$ cat config.mk
export PLATFORM = sky130hd
export DESIGN_NAME = knob_gesture_mode_toggle_top
export DESIGN_NICKNAME = d
export VERILOG_FILES = /design/src/sv/kgmt_pkg.sv /design/src/sv/knob_gesture_mode_toggle_top.sv
export SDC_FILE = /design/constraint.sdc
export NUM_CORES = 1
export LEC_CHECK = 0
export ABC_AREA = 0
export BUFFER_PORTS_ARGS = -buffer_cell sky130_fd_sc_hd__buf_4
export CAP_MARGIN = 20
export CORE_MARGIN = 4
export CORE_UTILIZATION = 35
export DETAILED_ROUTE_END_ITERATION = 8
export GPL_ROUTABILITY_DRIVEN = 0
export PLACE_DENSITY = 0.57
export SETUP_SLACK_MARGIN = 0.1
export SYNTH_ARGS = -nofsm -noshare
export SYNTH_HDL_FRONTEND = slang
export SYNTH_SLANG_ARGS = --single-unit
$ cat constraint.sdc
create_clock -name clk -period 3.16 [get_ports clk]
set_input_delay 0.632 -clock clk [delete_from_list [all_inputs] [get_ports clk]]
set_output_delay 0.632 -clock clk [all_outputs]
set_load 0.01 [all_outputs]
$ cat src/sv/kgmt_pkg.sv
// ----------------------------------------------------------------------------
// Knob gesture mode toggle package
// Shared widths, command and register codes, reset values and the result word.
// ----------------------------------------------------------------------------
package kgmt_pkg;

    localparam int SECTOR_W = 7;
    localparam int LEVEL_W  = 16;
    localparam int WINDOW_W = 10;
    localparam int STEP_W   = 3;
    localparam int CMD_W    = 2;
    localparam int CFG_IDX_W  = 3;
    localparam int CFG_DATA_W = 16;

    typedef enum logic [CMD_W-1:0] {
        CMD_POLL  = 2'd0,
        CMD_TICK  = 2'd1,
        CMD_FAULT = 2'd2,
        CMD_NONE  = 2'd3
    } cmd_t;

    typedef enum logic [CFG_IDX_W-1:0] {
        REG_ARM_A   = 3'd0,
        REG_ARM_B   = 3'd1,
        REG_ARM_C   = 3'd2,
        REG_SPECIAL = 3'd3,
        REG_LOW     = 3'd4,
        REG_HIGH    = 3'd5,
        REG_WINDOW  = 3'd6,
        REG_UNUSED  = 3'd7
    } cfg_reg_t;

    typedef enum logic [STEP_W-1:0] {
        STEP_ARM   = 3'd0,
        STEP_LOW1  = 3'd1,
        STEP_HIGH1 = 3'd2,
        STEP_LOW2  = 3'd3,
        STEP_HIGH2 = 3'd4,
        STEP_LOW3  = 3'd5,
        STEP_HIGH3 = 3'd6,
        STEP_BAD   = 3'd7
    } step_t;

    localparam logic [SECTOR_W-1:0] ARM_A_RST   = 7'd0;
    localparam logic [SECTOR_W-1:0] ARM_B_RST   = 7'd1;
    localparam logic [SECTOR_W-1:0] ARM_C_RST   = 7'd2;
    localparam logic [SECTOR_W-1:0] SPECIAL_RST = 7'd3;
    localparam logic [LEVEL_W-1:0]  LOW_RST     = 16'd1637;
    localparam logic [LEVEL_W-1:0]  HIGH_RST    = 16'd14731;
    localparam logic [WINDOW_W-1:0] WINDOW_RST  = 10'(1 * 8 * 60);
    localparam logic [SECTOR_W:0]   NO_SECTOR   = 8'hFF;

    typedef struct packed {
        logic                mode_on;
        logic                special_flag;
        logic                enable_pulse;
        logic                disable_pulse;
        logic [STEP_W-1:0]   gesture_step;
        logic [WINDOW_W-1:0] window_left;
    } result_t;

endpackage

$ cat src/sv/knob_gesture_mode_toggle_top.sv
// ----------------------------------------------------------------------------
// Knob gesture mode toggle
// Detects the hidden-mode gesture on a selector knob and reports the mode.
// ----------------------------------------------------------------------------
// Each input word carries a command (poll, tick or sensor fault), the knob
// sector and the trim level. A word is taken at a clock edge where in_valid
// is high and in_stall is low, and exactly one result word follows on the
// output channel, taken where out_valid is high and out_stall is low.
// The result of a word is registered at the edge that takes it, into the output
// register or, while the output is stalled, the skid register. A new word can be
// taken every cycle while in_stall is low; the block state is updated in the same
// edge, so back-to-back words see each other's effects.
// An output register and a skid register follow the logic. When the receiver
// stalls, the result holds and one more word is taken into the skid register;
// in_stall then rises until the output drains.
// Configuration writes through cfg_we, cfg_index and cfg_data take effect at the
// next edge; the user must make them while the block is idle; the block does not enforce it.
// Reset restores the register defaults, forgets the last sector, closes the
// window, clears both flags and empties the output.
// ----------------------------------------------------------------------------
module knob_gesture_mode_toggle_top (
    input  logic                            clk,
    input  logic                            rst_n,
    input  logic                            cfg_we,
    input  logic [kgmt_pkg::CFG_IDX_W-1:0]  cfg_index,
    input  logic [kgmt_pkg::CFG_DATA_W-1:0] cfg_data,
    input  logic                            in_valid,
    output logic                            in_stall,
    input  logic [kgmt_pkg::CMD_W-1:0]      command,
    input  logic [kgmt_pkg::SECTOR_W-1:0]   sector,
    input  logic [kgmt_pkg::LEVEL_W-1:0]    trim_level,
    output logic                            out_valid,
    input  logic                            out_stall,
    output logic                            mode_on,
    output logic                            special_flag,
    output logic                            enable_pulse,
    output logic                            disable_pulse,
    output logic [kgmt_pkg::STEP_W-1:0]     gesture_step,
    output logic [kgmt_pkg::WINDOW_W-1:0]   window_left
);

    logic [kgmt_pkg::SECTOR_W-1:0] arm_a_reg;
    logic [kgmt_pkg::SECTOR_W-1:0] arm_b_reg;
    logic [kgmt_pkg::SECTOR_W-1:0] arm_c_reg;
    logic [kgmt_pkg::SECTOR_W-1:0] special_sector_reg;
    logic [kgmt_pkg::LEVEL_W-1:0]  low_level_reg;
    logic [kgmt_pkg::LEVEL_W-1:0]  high_level_reg;
    logic [kgmt_pkg::WINDOW_W-1:0] window_ticks_reg;

    logic [kgmt_pkg::SECTOR_W:0]   last_sector_reg, last_sector_next;
    logic [kgmt_pkg::WINDOW_W-1:0] window_reg, window_next;
    logic [kgmt_pkg::STEP_W-1:0]   step_reg, step_next;
    logic                          special_reg, special_next;
    logic                          mode_reg, mode_next;
    logic                          en_next, dis_next;

    kgmt_pkg::result_t out_reg, skid_reg, result_next;
    logic              out_valid_reg, skid_valid_reg;

    logic in_fire, out_fire, is_arming, is_low, is_high;
    logic [kgmt_pkg::WINDOW_W-1:0] window_dec;

    assign in_stall = skid_valid_reg;
    assign in_fire  = in_valid && !skid_valid_reg;
    assign out_fire = out_valid_reg && !out_stall;

    always_ff @(posedge clk or negedge rst_n)
    begin
        if (!rst_n)
        begin
            arm_a_reg          <= kgmt_pkg::ARM_A_RST;
            arm_b_reg          <= kgmt_pkg::ARM_B_RST;
            arm_c_reg          <= kgmt_pkg::ARM_C_RST;
            special_sector_reg <= kgmt_pkg::SPECIAL_RST;
            low_level_reg      <= kgmt_pkg::LOW_RST;
            high_level_reg     <= kgmt_pkg::HIGH_RST;
            window_ticks_reg   <= kgmt_pkg::WINDOW_RST;
        end
        else if (cfg_we)
        begin
            unique case (kgmt_pkg::cfg_reg_t'(cfg_index))
                kgmt_pkg::REG_ARM_A:   arm_a_reg <= cfg_data[kgmt_pkg::SECTOR_W-1:0];
                kgmt_pkg::REG_ARM_B:   arm_b_reg <= cfg_data[kgmt_pkg::SECTOR_W-1:0];
                kgmt_pkg::REG_ARM_C:   arm_c_reg <= cfg_data[kgmt_pkg::SECTOR_W-1:0];
                kgmt_pkg::REG_SPECIAL:
                    special_sector_reg <= cfg_data[kgmt_pkg::SECTOR_W-1:0];
                kgmt_pkg::REG_LOW:     low_level_reg <= cfg_data[kgmt_pkg::LEVEL_W-1:0];
                kgmt_pkg::REG_HIGH:    high_level_reg <= cfg_data[kgmt_pkg::LEVEL_W-1:0];
                kgmt_pkg::REG_WINDOW:
                    window_ticks_reg <= cfg_data[kgmt_pkg::WINDOW_W-1:0];
                default: ;
            endcase
        end
    end

    assign is_arming  = (sector == arm_a_reg) || (sector == arm_b_reg)
                        || (sector == arm_c_reg);
    assign is_low     = trim_level < low_level_reg;
    assign is_high    = trim_level > high_level_reg;
    assign window_dec = window_reg - 1'b1;

    always_comb
    begin
        last_sector_next = last_sector_reg;
        window_next      = window_reg;
        step_next        = step_reg;
        special_next     = special_reg;
        mode_next        = mode_reg;
        en_next          = 1'b0;
        dis_next         = 1'b0;
        unique case (kgmt_pkg::cmd_t'(command))
            kgmt_pkg::CMD_POLL:
            begin
                if (last_sector_reg != {1'b0, sector})
                begin
                    last_sector_next = {1'b0, sector};
                    if (is_arming)
                        window_next = window_ticks_reg;
                    if (sector == special_sector_reg)
                    begin
                        if (!mode_reg)
                            special_next = 1'b1;
                    end
                    else
                        special_next = 1'b0;
                end
            end
            kgmt_pkg::CMD_TICK:
            begin
                if (window_reg != '0)
                begin
                    window_next = window_dec;
                    unique case (kgmt_pkg::step_t'(step_reg)) inside
                        kgmt_pkg::STEP_ARM:
                            if (is_arming)
                                step_next = kgmt_pkg::STEP_LOW1;
                        kgmt_pkg::STEP_LOW1, kgmt_pkg::STEP_LOW2, kgmt_pkg::STEP_LOW3:
                            if (is_low)
                                step_next = step_reg + 1'b1;
                        kgmt_pkg::STEP_HIGH1, kgmt_pkg::STEP_HIGH2:
                            if (is_high)
                                step_next = step_reg + 1'b1;
                        kgmt_pkg::STEP_HIGH3:
                            if (is_high)
                            begin
                                step_next   = kgmt_pkg::STEP_ARM;
                                window_next = '0;
                                mode_next   = !mode_reg;
                                en_next     = !mode_reg;
                                dis_next    = mode_reg;
                            end
                        default: step_next = kgmt_pkg::STEP_ARM;
                    endcase
                    if (window_next == '0)
                        step_next = kgmt_pkg::STEP_ARM;
                end
            end
            kgmt_pkg::CMD_FAULT:
            begin
                special_next = 1'b0;
                mode_next    = 1'b0;
                dis_next     = 1'b1;
            end
            default: ;
        endcase
    end

    always_comb
    begin
        result_next.mode_on       = mode_next;
        result_next.special_flag  = special_next;
        result_next.enable_pulse  = en_next;
        result_next.disable_pulse = dis_next;
        result_next.gesture_step  = step_next;
        result_next.window_left   = window_next;
    end

    always_ff @(posedge clk or negedge rst_n)
    begin
        if (!rst_n)
        begin
            last_sector_reg <= kgmt_pkg::NO_SECTOR;
            window_reg      <= '0;
            step_reg        <= kgmt_pkg::STEP_ARM;
            special_reg     <= 1'b0;
            mode_reg        <= 1'b0;
        end
        else if (in_fire)
        begin
            last_sector_reg <= last_sector_next;
            window_reg      <= window_next;
            step_reg        <= step_next;
            special_reg     <= special_next;
            mode_reg        <= mode_next;
        end
    end

    always_ff @(posedge clk or negedge rst_n)
    begin
        if (!rst_n)
        begin
            out_valid_reg  <= 1'b0;
            skid_valid_reg <= 1'b0;
        end
        else if (skid_valid_reg)
        begin
            if (out_fire)
                skid_valid_reg <= 1'b0;
        end
        else if (in_fire)
        begin
            if (!out_valid_reg || out_fire)
                out_valid_reg <= 1'b1;
            else
                skid_valid_reg <= 1'b1;
        end
        else if (out_fire)
            out_valid_reg <= 1'b0;
    end

    always_ff @(posedge clk)
    begin
        if (skid_valid_reg)
        begin
            if (out_fire)
                out_reg <= skid_reg;
        end
        else if (in_fire)
        begin
            if (!out_valid_reg || out_fire)
                out_reg <= result_next;
            else
                skid_reg <= result_next;
        end
    end

    assign out_valid     = out_valid_reg;
    assign mode_on       = out_reg.mode_on;
    assign special_flag  = out_reg.special_flag;
    assign enable_pulse  = out_reg.enable_pulse;
    assign disable_pulse = out_reg.disable_pulse;
    assign gesture_step  = out_reg.gesture_step;
    assign window_left   = out_reg.window_left;

endmodule

==> summary.txt <==
Detailed routing
  • Initial DRT Pass Iterations: 4
  • Count of antenna-violating nets left after detailed routing: 0
  • Total via count after detailed routing: 5128
  • Iteration-0 DRC Markers: 272
  • Number of DRC violations after detailed routing: 0
  • Wire length after detailed routing: 16900 um
  • Routed length per instance: 16.7 um
  • Average vias per placed instance: 5.08

STA
  • Max Clock Freq: 0.332 GHz
  • Setup slack after layout: 149 ps
  • Worst max-slew margin expressed relative to the limit: 36.6%
  • Fin Clk Skew: 12.6 ps
  • Fin. max-slew vios: 0
  • Transition time of the tightest slew-check pin: 947 ps
  • Final sum of negative setup slack: 0 ps
  • Count of endpoints failing setup in the final report: 0
  • Final hold vios: 0
  • Worst hold slack: 207 ps
  • Part of the cycle the worst path needs: 95.3%
  • Shortest clock period the worst path allows after layout: 3010 ps
  • Unrepaired setup endpoints after global routing: true

Yosys
  • Number of distinct standard cells referenced by the synthesized netlist: 63
  • Gate count of the mapped netlist: 638
  • Syn avg cell area: 11.1 um^2
  • Cell with the most instances after synthesis: sky130_fd_sc_hd__mux2_2
  • Most used flip-flop cell after synthesis: sky130_fd_sc_hd__dfrtp_1
  • Leading area contributor after synthesis: sky130_fd_sc_hd__dfrtp_1
  • Post-synth ARST share: 73.6%
  • Number of register bits inferred by synthesis: 129
  • Top post-synthesis cells by count: sky130_fd_sc_hd__mux2_2 (75), sky130_fd_sc_hd__dfrtp_1 (65), sky130_fd_sc_hd__nand2_1 (57), sky130_fd_sc_hd__inv_1 (48), sky130_fd_sc_hd__ha_1 (43)
  • Ys Warns: 0
  • Count of flip-flops with a built-in enable after synthesis: 34
  • Main area contributors after synthesis: sky130_fd_sc_hd__dfrtp_1 (23%), sky130_fd_sc_hd__edfxtp_1 (14%), sky130_fd_sc_hd__mux2_2 (12%)
  • Syn Nets: 730
  • Fraction of post-synthesis cell area in the top cell type by area: 23.0%
  • Total standard cell area after synthesis: 7080 um^2
  • Sequential cell area fraction in the yosys report: 48.5%

Clock network
  • Clock network latency to the later pin of the worst-skew pair: 420 ps
  • Clock Sink Count: 129
  • Clock H-tree levels: 4
  • CTS tree: yes
  • Max clock buf depth: 2
  • Quantity of hold-fixing buffers added after cts: 0
  • Root buffer cell: sky130_fd_sc_hd__clkbuf_16
  • Clock transition at the registers of the reported paths: 60 ps
  • Cts bufs inserted: 17

Floorplan
  • Die Width: 150 um
  • Initial cell density of the core: 36.0%
  • Site Rows: 51
  • I/O pin count: 68
  • Die footprint: 22600 um^2
  • Vertical die dimension: 150 um
  • Floorplan Core Area: 19700 um^2

Worst setup path
  • Slowest stage cell, crit path: sky130_fd_sc_hd__dfstp_2
  • Crit-path leading delay family: compound AO/OA/AOI/OAI gates
  • Worst setup SP type: register
  • Critical Path Fanout Max: 8
  • List of cells traversed by the critical path: inv_2 -> ha_4 -> nand4_1 -> nor4_2 -> a21boi_2 -> o41ai_4 -> inv_2 -> buf_6 -> a21oi_4 -> a221o_1 -> mux2_4
  • Number of buffers and inverters on the critical path: 3
  • Type of the worst setup path: register to register
  • Slowest stage delay, CP: 530 ps
  • Data arrival time of the worst path: 3190 ps
  • Crit end category: register
  • Crit path required time: 3340 ps
  • Most frequent cell on the critical path: sky130_fd_sc_hd__inv_2

Placement
  • Worst-case setup slack after placement: -133 ps
  • HPWL after detailed placement: 12400 um
  • Quantity of I/O buffers inserted on ports: 67

Cells and area
  • Layout fillers: 1895
  • Post-synthesis to final-layout area growth: 24.4%
  • Net count reported at finish: 823
  • Core Util, Final: 44.8%
  • N_diodes: 0
  • Flip-flop count of the largest register, all copies and words added: 17
  • Fraction of layout cells with a size suffix above 1: 36.3%

GRT
  • Met2 demand-to-capacity share in global routing: 26.0%
  • Grt peak-use layer: met2
  • Vias in the first global route: 5466
  • GR met3 Demand/Resource: 4.15%
  • Met1 global-route usage: 21.1%
  • Number of antenna violations at the first check in global routing: 0
  • Pin count of the biggest net entering global routing: 57
  • First-pass GRT wire length: 28000 um
  • All-Layer GR Usage: 16.0%
  • Global route overflow: 0

Outcome
  • Status: finished clean

Hold path
  • Worst Hold Class: primary input to async pin

Power
  • Static leakage: 3.75 nW
  • Worst VDD drop: 0.000411 V
  • Pwr/cell area: 765 nW/um^2
  • Overall power of the completed layout: 6.74 mW

Flow run
  • Max Cap Violations: 0
==> cells by family (layout without fill, tap and decap cells) <==
| family | count (synthesis) | in the layout | share of synthesized area [%] |
|---|---|---|---|
| and+or+nand+nor | 147 | 147 | 10.2 |
| DFF | 129 | 129 | 48.5 |
| AOI/OAI and AO/OA | 127 | 127 | 12.3 |
| muxes | 79 | 79 | 12.5 |
| buffers and inverters | 76 | 182 | 4.27 |
| adders and majority gates | 43 | 43 | 7.60 |
| xor gates and xnor gates | 37 | 37 | 4.58 |
==> layout make-up <==
cell class	count	area [um^2]	area share, %
clock buffer	21	482	5.47
sequential	129	3440	39.0
inverter	49	184	2.09
clock inverter	11	103	1.16
multi-input combinational	433	3500	39.7
tap	265	332	3.76
timing repair buffer	101	774	8.79
==> routing by layer <==
metal  vias to the layer above  wire length, um  part of all wire (%)
met3                        19              749                   4.4
li1                       2483                -                     -
met1                      2515             7700                    46
met5                         -                0                     0
met4                         0              291                   1.7
met2                       111             8110                    48
==> what timing repair did <==
action                                  4_1_cts  5_1_grt
buffers inserted                              0        2
pin swaps                                     1       17
gates cloned                                  0        0
gates resized for setup                       0       27
endpoints found under the setup margin        4       31
==> metrics by stage <==
step	std cells	cell area (um^2)
floorplan	638	7080
global placement	975	8060
detailed placement	975	8060
CTS	1007	8640
global route	1009	8810
finish	1009	8810
==> power breakdown <==
part / internal, mW / total [mW] / switching, mW
Clock: 1.17 / 1.91 / 0.738
Sequential: 2.34 / 2.68 / 0.342
Combinational: 1.03 / 2.15 / 1.11
Total: 4.55 / 6.74 / 2.19
==> path summary, 6_finish.rpt <==
path | startpoint | slack (ps) | cells past startpoint | endpoint
max in group asynchronous | rst_n | 2210 | 2 | arm_c_reg[1]
worst max register to register | high_level_reg[8] | 150 | 11 | window_left[5]
worst min-delay path | rst_n | 210 | 1 | step_reg[2]
worst min register to register | last_sector_reg[7] | 480 | 1 | last_sector_reg[7]
min in group clk | cfg_data[15] | 420 | 3 | low_level_reg[15]
worst max-delay path | high_level_reg[8] | 150 | 11 | window_left[5]
==> layout by cell type, fill, tap and decap left out, drive strengths merged, types with 4 or more instances in the layout <==
master | Yosys | layout
and3 | 5 | 5
nor2b | 8 | 8
nand2b | 4 | 4
edfxtp | 34 | 34
mux2 | 75 | 75
dfstp | 30 | 30
o21ai | 37 | 37
nor3 | 8 | 8
nand4 | 9 | 9
and2 | 4 | 4
o31ai | 7 | 7
clkbuf | 17 | 21
dfrtp | 65 | 65
nor4 | 7 | 7
xnor2 | 21 | 21
inv | 49 | 52
clkinv | 0 | 6
ha | 43 | 43
buf | 10 | 101
mux2i | 4 | 4
nand2 | 57 | 57
xor2 | 16 | 16
nor2 | 26 | 26
nand3 | 9 | 9
a211oi | 8 | 8
a32oi | 5 | 5
a31oi | 11 | 11
a21oi | 24 | 24
No activity file was read; power rests on OpenSTA's default activity.
